--- src/hw/rtl/iptr_pkg.sv ---
// iptr_pkg: constants, register indexes and reset values shared by the
// incremental PI temperature regulator. No dependencies.

package iptr_pkg;

    // field widths
    localparam int TEMP_W   = 16;
    localparam int GAIN_W   = 16;
    localparam int ERR_W    = TEMP_W + 1;
    localparam int PROD_W   = GAIN_W + ERR_W;
    localparam int DRIVE_W  = 16;
    localparam int DUTY_W   = 17;
    localparam int CFG_IDX_W = 2;
    localparam int CFG_DATA_W = 16;

    // gain products are Q11.22, drive is 1/4096 V
    localparam int PRODUCT_SHIFT = 10;
    localparam int TERM_W        = PROD_W - PRODUCT_SHIFT;
    localparam int RAW_W         = TERM_W + 2;

    // drive limit (12 V in 1/4096 V)
    localparam logic [DRIVE_W-1:0] DRIVE_MAX = 16'd49152;

    // duty = floor(4*drive/3) by reciprocal: x*ceil(2^19/3) >> 19, exact for x < 2^19
    localparam int DUTY_X_W  = DRIVE_W + 2;
    localparam int DUTY_SHIFT = 19;
    localparam logic [DUTY_X_W-1:0] DUTY_RECIP = 18'd174763;
    localparam int DUTY_PROD_W = 2 * DUTY_X_W;

    // configuration register indexes
    typedef enum logic [CFG_IDX_W-1:0] {
        CFG_SETPOINT  = 2'd0,
        CFG_GAIN_CUR  = 2'd1,
        CFG_GAIN_PREV = 2'd2
    } cfg_index_t;

    // register reset values
    localparam logic signed [TEMP_W-1:0] SETPOINT_RESET  = 16'sd0;
    localparam logic signed [GAIN_W-1:0] GAIN_CUR_RESET  = 16'sd8402;
    localparam logic signed [GAIN_W-1:0] GAIN_PREV_RESET = -16'sd8374;

    // input mode codes
    localparam logic MODE_SAMPLE = 1'b0;
    localparam logic MODE_CLEAR  = 1'b1;

endpackage

--- src/hw/rtl/incremental_pi_temperature_regulator.sv ---
// Incremental PI temperature regulator top level: three-stage stream pipeline
// with history registers and configuration registers. Depends on iptr_pkg.
//
// Usage:
//   Input stream s_*: s_tdata[15:0] is the measured temperature (signed Q8.8),
//   s_tuser[0] is the mode (0 = sample, 1 = clear history). Result stream m_*:
//   m_tdata holds drive voltage (1/4096 V) and duty cycle (1/65536), m_tuser[0]
//   flags that the raw drive was clamped. Configuration is a plain write port
//   (cfg_wr_en, cfg_index, cfg_data): setpoint, current and previous error gain;
//   write it only while no request is in flight.
//   A request passes the input, middle and output registers in order. Throughput:
//   one request per cycle while m_tready is high, since error, both gain products,
//   the sum and the clamp with the feedback to the history registers settle
//   combinationally into the middle stage; the duty divide by 3 follows in its own
//   stage. Every stage holds its request while the next is full, so when m_tready
//   is low the block still takes up to three more requests before s_tready drops.
//   Reset (aresetn low, synchronous) empties the pipeline, zeroes the history
//   and loads the default setpoint and gains.

module incremental_pi_temperature_regulator
    import iptr_pkg::*;
(
    input  logic                  aclk,
    input  logic                  aresetn,
    // input stream
    input  logic                  s_tvalid,
    output logic                  s_tready,
    input  logic [15:0]           s_tdata,   // [15:0] measured_temp
    input  logic [0:0]            s_tuser,   // [0] mode
    // result stream
    output logic                  m_tvalid,
    input  logic                  m_tready,
    output logic [39:0]           m_tdata,   // [15:0] drive_voltage, [32:16] duty_cycle
    output logic [0:0]            m_tuser,   // [0] clamped
    // configuration write port
    input  logic                  cfg_wr_en,
    input  logic [CFG_IDX_W-1:0]  cfg_index,
    input  logic [CFG_DATA_W-1:0] cfg_data
);

    // configuration registers
    logic signed [TEMP_W-1:0] setpoint_reg;
    logic signed [GAIN_W-1:0] gain_cur_reg;
    logic signed [GAIN_W-1:0] gain_prev_reg;

    // history
    logic signed [ERR_W-1:0]  prev_error_reg, prev_error_next;
    logic [DRIVE_W-1:0]       prev_drive_reg, prev_drive_next;

    // pipeline stages
    logic                     in_valid_reg;
    logic                     in_mode_reg;
    logic signed [TEMP_W-1:0] in_temp_reg;
    logic                     mid_valid_reg;
    logic [DRIVE_W-1:0]       mid_drive_reg, mid_drive_next;
    logic                     mid_clamped_reg, mid_clamped_next;
    logic                     m_valid_reg;
    logic [DRIVE_W-1:0]       m_drive_reg;
    logic [DUTY_W-1:0]        m_duty_reg, m_duty_next;
    logic                     m_clamped_reg;

    logic out_en, mid_en, in_en;

    // datapath signals
    logic signed [ERR_W-1:0]  err;
    logic signed [PROD_W-1:0] prod_cur, prod_prev;
    logic signed [TERM_W-1:0] term_cur, term_prev;
    logic signed [RAW_W-1:0]  raw;
    logic [DUTY_X_W-1:0]      duty_x;
    logic [DUTY_PROD_W-1:0]   duty_prod;

    // stage advance: a stage moves when the next one is empty or moving
    assign out_en   = !m_valid_reg || m_tready;
    assign mid_en   = !mid_valid_reg || out_en;
    assign in_en    = !in_valid_reg || mid_en;
    assign s_tready = in_en;

    // configuration writes
    always_ff @(posedge aclk) begin
        if (!aresetn) begin
            setpoint_reg  <= SETPOINT_RESET;
            gain_cur_reg  <= GAIN_CUR_RESET;
            gain_prev_reg <= GAIN_PREV_RESET;
        end else if (cfg_wr_en) begin
            unique case (cfg_index)
                CFG_SETPOINT:  setpoint_reg  <= $signed(cfg_data[TEMP_W-1:0]);
                CFG_GAIN_CUR:  gain_cur_reg  <= $signed(cfg_data[GAIN_W-1:0]);
                CFG_GAIN_PREV: gain_prev_reg <= $signed(cfg_data[GAIN_W-1:0]);
                default: ;
            endcase
        end
    end

    // input register
    always_ff @(posedge aclk) begin
        if (!aresetn) begin
            in_valid_reg <= 1'b0;
        end else if (in_en) begin
            in_valid_reg <= s_tvalid;
        end
    end

    always_ff @(posedge aclk) begin
        if (in_en && s_tvalid) begin
            in_mode_reg <= s_tuser[0];
            in_temp_reg <= $signed(s_tdata[TEMP_W-1:0]);
        end
    end

    // error and gain products, floor shift is taking the upper bits
    assign err       = ERR_W'(setpoint_reg) - ERR_W'(in_temp_reg);
    assign prod_cur  = PROD_W'(gain_cur_reg) * PROD_W'(err);
    assign prod_prev = PROD_W'(gain_prev_reg) * PROD_W'(prev_error_reg);
    assign term_cur  = prod_cur[PROD_W-1:PRODUCT_SHIFT];
    assign term_prev = prod_prev[PROD_W-1:PRODUCT_SHIFT];

    // raw drive sum
    assign raw = {{2{term_cur[TERM_W-1]}}, term_cur}
               + {{2{term_prev[TERM_W-1]}}, term_prev}
               + $signed({{(RAW_W-DRIVE_W){1'b0}}, prev_drive_reg});

    // clamp and clear
    always_comb begin
        mid_drive_next   = raw[DRIVE_W-1:0];
        mid_clamped_next = 1'b0;
        prev_error_next  = err;
        if (in_mode_reg == MODE_CLEAR) begin
            mid_drive_next  = '0;
            prev_error_next = '0;
        end else if (raw > $signed({{(RAW_W-DRIVE_W){1'b0}}, DRIVE_MAX})) begin
            mid_drive_next   = DRIVE_MAX;
            mid_clamped_next = 1'b1;
        end else if (raw < 0) begin
            mid_drive_next   = '0;
            mid_clamped_next = 1'b1;
        end
        prev_drive_next = mid_drive_next;
    end

    // middle stage and history update
    always_ff @(posedge aclk) begin
        if (!aresetn) begin
            mid_valid_reg  <= 1'b0;
            prev_error_reg <= '0;
            prev_drive_reg <= '0;
        end else if (mid_en) begin
            mid_valid_reg <= in_valid_reg;
            if (in_valid_reg) begin
                prev_error_reg <= prev_error_next;
                prev_drive_reg <= prev_drive_next;
            end
        end
    end

    always_ff @(posedge aclk) begin
        if (mid_en && in_valid_reg) begin
            mid_drive_reg   <= mid_drive_next;
            mid_clamped_reg <= mid_clamped_next;
        end
    end

    // duty = floor(4*drive/3) by reciprocal multiply
    assign duty_x      = {mid_drive_reg, 2'b00};
    assign duty_prod   = DUTY_PROD_W'(duty_x) * DUTY_PROD_W'(DUTY_RECIP);
    assign m_duty_next = duty_prod[DUTY_SHIFT +: DUTY_W];

    // output register
    always_ff @(posedge aclk) begin
        if (!aresetn) begin
            m_valid_reg <= 1'b0;
        end else if (out_en) begin
            m_valid_reg <= mid_valid_reg;
        end
    end

    always_ff @(posedge aclk) begin
        if (out_en && mid_valid_reg) begin
            m_drive_reg   <= mid_drive_reg;
            m_duty_reg    <= m_duty_next;
            m_clamped_reg <= mid_clamped_reg;
        end
    end

    assign m_tvalid = m_valid_reg;
    assign m_tdata  = {7'b0, m_duty_reg, m_drive_reg};
    assign m_tuser  = m_clamped_reg;

`ifndef SYNTHESIS
    // drive never leaves the 0..12 V range
    a_drive_range: assert property (@(posedge aclk) disable iff (!aresetn)
        m_valid_reg |-> (m_drive_reg <= DRIVE_MAX))
        else $error("drive above limit");

    // full drive gives full duty
    a_full_duty: assert property (@(posedge aclk) disable iff (!aresetn)
        (m_valid_reg && m_drive_reg == DRIVE_MAX) |-> (m_duty_reg == 17'd65536))
        else $error("duty wrong at full drive");

    // a clear request wipes the history
    a_clear_history: assert property (@(posedge aclk) disable iff (!aresetn)
        (mid_en && in_valid_reg && in_mode_reg == MODE_CLEAR)
        |=> (prev_error_reg == '0 && prev_drive_reg == '0))
        else $error("history not cleared");

    // input only stalls when every stage is full
    a_stall_full: assert property (@(posedge aclk) disable iff (!aresetn)
        !s_tready |-> (in_valid_reg && mid_valid_reg && m_valid_reg && !m_tready))
        else $error("input stalled with room in pipeline");
`endif

endmodule
--- config.mk ---
export PLATFORM = sky130hd
export DESIGN_NAME = incremental_pi_temperature_regulator
export DESIGN_NICKNAME = d
export VERILOG_FILES = /design/src/hw/rtl/iptr_pkg.sv /design/src/hw/rtl/incremental_pi_temperature_regulator.sv
export SDC_FILE = /design/constraint.sdc
export NUM_CORES = 2
export LEC_CHECK = 0
export BUFFER_PORTS_ARGS = -buffer_cell sky130_fd_sc_hd__buf_2
export CAP_MARGIN = 20
export CORE_AREA = 2 2 424 258
export CTS_CLUSTER_DIAMETER = 200
export DETAILED_ROUTE_END_ITERATION = 8
export DIE_AREA = 0 0 426 260
export SETUP_SLACK_MARGIN = 0.3
export SYNTH_ARGS = -nofsm -noshare
export SYNTH_HDL_FRONTEND = slang
export SYNTH_SLANG_ARGS = --single-unit
--- constraint.sdc ---
create_clock -name aclk -period 10.51 [get_ports aclk]
set_input_delay 0.5255 -clock aclk [delete_from_list [all_inputs] [get_ports aclk]]
set_output_delay 0.5255 -clock aclk [all_outputs]
set_load 0.05 [all_outputs]
==> metrics.log <==
INFO  metric outcome = complete, but fails checks
INFO  metric failed_checks = negative setup slack
INFO  metric cts_buffer_depth = 2
INFO  metric die_height = ~260 um
INFO  metric max_cap_viol = 0
INFO  metric global_route_wire_length_before_repair = between 100 and 150 mm
INFO  metric fin_nets = 4597
INFO  metric syn2layout_area_growth = 15.0%
INFO  metric antenna_found_initial = 3
INFO  metric mostFrequentLayoutCell = inv_1
INFO  metric filler_cell_count = ~11000
INFO  metric clock.fmax = 0.0947 GHz
INFO  metric grt_start_max_net_pins = 47
INFO  metric critical-path-max-stage-delay = between 0.5 and 0.6 ns
INFO  metric num_rows = 93
INFO  metric via_count = ~23000
INFO  metric starting_density_of_the_core = 0.298
INFO  metric worst_slew_pin_slew = between 1 and 1.5 ns
INFO  metric netlist_area = approximately 0.032 mm2
INFO  metric critical_path.most_common_cell = fa_1
INFO  metric synth_sequential_area_ratio = 0.117
INFO  metric finalMaxSlewViolations = 0
INFO  metric grt_overflow = 0
INFO  metric synth-edff-count = 68
INFO  metric route.final.wire_length = between 80 and 90 mm
INFO  metric synthesis.area_per_instance = between 9 and 10 um2
INFO  metric post_synth_inst_count = roughly 3400
INFO  metric slowest_cell_on_the_critical_path = fa_1
INFO  metric synth.top_cell.area_share = 0.405
INFO  metric final_period_minus_worst_setup_slack = 10.56 ns
INFO  metric mostFrequentLayoutCells = inv_1 (776), fa_1 (638), nand2_1 (426), ha_1 (309), and2_1 (207)
INFO  metric timing_hold_violations_final = 0
INFO  metric grt_use_met3 = 0.0410
INFO  metric port-buffer-count = 75
INFO  metric dieWidth = 426 um
INFO  metric instances_no_fill = 5031
INFO  metric htree_num_levels = 4
INFO  metric diodes = 0
INFO  metric synthDistinctLibCells = 85
INFO  metric pre_cts_ws = -0.696 ns
INFO  metric floorplan.core_area = around 0.11 mm2
INFO  metric routabilityCongestion = about 0.88
INFO  metric hold_buffers = 0
INFO  metric timing.hold.worst.class = input pin to flop
INFO  metric grt_pass1_vias = ~24000
INFO  metric met2_usage = 0.210
INFO  metric setup.worst_path.class = flop to flop
INFO  metric asyncSetResetFlopFracSynth = 0
INFO  metric critical_path_arrival = approximately 11 ns
INFO  metric grt_util_met1 = 0.253
INFO  metric worstSetupEndpointType = flop
INFO  metric ys_warns = 0
INFO  metric detail_route.vias_per_cell = around 4.6
INFO  metric worst_setup_path_start_kind = flop
INFO  metric place.detailed.instances = around 5000
INFO  metric cts_tree = yes
INFO  metric tns = -0.318 ns
INFO  metric cts-buffers-inserted = 17
INFO  metric floorplan.io_pins = 83
INFO  metric grt.total_usage = 0.158
INFO  metric drc = 0
INFO  metric clkLatencyLatePin = around 0.50 ns
INFO  metric wl_per_instance = roughly 17 um
INFO  metric maxSlewHeadroom = 0.217
INFO  metric critical_path_peak_fanout = 7
INFO  metric grt_setup_unrepaired = true
INFO  metric detailedPlacementHpwl = a little over 70 mm
INFO  metric area_enclosed_by_the_die_boundary = around 0.11 mm2
INFO  metric yosys.area.top_type = fa_1
INFO  metric antenna_violating_nets_post_route = 0
INFO  metric cts_sinks = roughly 150
INFO  metric drt_pass1_iterations = 6
INFO  metric synth_seq_cells = 152
INFO  metric fin_crit_sh = 1.01
INFO  metric setup_viol = 12
INFO  metric detailedRoute.firstIterationViolations = 1700
INFO  metric ff_latch_area = 0.00373 mm2
INFO  metric cts_root_buf = clkbuf_16
INFO  metric netlist_top_cells_area = fa_1 (41%), ha_1 (13%), inv_1 (9.2%)
INFO  metric clock_transition_at_the_registers_of_the_reported_paths = around 0.07 ns
INFO  metric timing.critical_path.required = around 11 ns
INFO  metric final_layout_size_suffix_gt1_frac = 0.129
INFO  metric timing.clock.skew = approximately 0.022 ns
INFO  metric most_instantiated_flip_flop_cell_in_the_synthesis_netlist = dfxtp_1
INFO  metric fin_ws = -0.0532 ns
INFO  metric grt-busiest-layer = met1
INFO  metric multiInputGateArea = 0.0253 mm2
[area by class of cell]
type | count | share of cell area
timing repair buffer | 298 | 0.0601
multi-input combinational | 2342 | 0.693
inverter | 782 | 0.0804
tap | 1425 | 0.0488
sequential | 152 | 0.102
clock inverter | 13 | 0.00322
clock buffer | 19 | 0.0124
[worst max-delay path: cells and delay by family, from the launching register on]
| family | cells | cell delay, ns |
|---|---|---|
| adder cells (fa/ha/maj) | 11 | 4.37 |
| AO/OA/AOI/OAI | 12 | 2.59 |
| AND/OR/NAND/NOR | 10 | 1.80 |
| buffers and inverters | 9 | 0.89 |
| XOR/XNOR | 2 | 0.43 |
| flip-flops | 1 | 0.33 |
[timing repair]
item	CTS	global route
buffers inserted	12	6
gates resized for setup	66	72
pin swaps	45	21
cloned	2	1
setup endpoints to repair	33	33
[cell usage after synthesis (5+ instances only)]
cell type	n
inv_1	782
fa_1	643
nand2_1	427
ha_1	321
and2_1	209
nor2_1	111
clkbuf_1	105
a21oi_1	104
dfxtp_1	84
xnor2_1	73
edfxtp_1	68
nand3_1	58
o21ai_0	36
a21o_1	33
nand2b_1	30
xor2_1	30
nor2b_1	26
nor3_1	25
o21a_1	19
a211oi_1	13
a22oi_1	13
or3_1	12
and3_1	9
buf_4	9
nand4_1	9
o21bai_1	9
o211ai_1	8
or2_2	7
buf_2	6
o31ai_1	6
o31ai_2	6
a31o_2	5
a31oi_1	5
nor3b_1	5
[kinds of logic after synthesis]
kind of cell / share of synthesized area
other: 0.000118
multiplexers: 0.000946
adder cells (fa/ha/maj): 0.532
XOR/XNOR: 0.0289
flip-flops: 0.117
AO/OA/AOI/OAI: 0.0680
AND/OR/NAND/NOR: 0.144
buffers and inverters: 0.109
[metrics by stage]
step / instance area [um2] / util / hold WS (ns)
global placement: 35100 / 0.329 / 0.413
global route: 36500 / 0.343 / 0.169
CTS: 36100 / 0.339 / 0.151
floorplan: 31900 / - / 0.400
detailed placement: 35100 / 0.329 / 0.419
finish: 36500 / 0.343 / 0.203
[per-layer routing]
layer | part of all wire | up-vias | routed length (um)
li1 | - | 10755 | -
met1 | 0.52 | 11794 | 44000
met2 | 0.39 | 642 | 32900
met3 | 0.081 | 37 | 6820
met4 | 0.0071 | 0 | 600
met5 | 0 | - | 0
[final timing paths]
check                        from                 to  slack, ns  cells past startpoint
setup / recovery  setpoint_reg[0]  mid_drive_reg[12]      -0.05                     44
hold / removal         s_tdata[7]     in_temp_reg[7]       0.20                      1
hold reg to reg   mid_clamped_reg            m_tuser       0.43                      0
setup reg to reg  setpoint_reg[0]  mid_drive_reg[12]      -0.05                     44
Power is not shown: default switching activity piles up to over one toggle a cycle in this logic, so the estimate is an artifact.
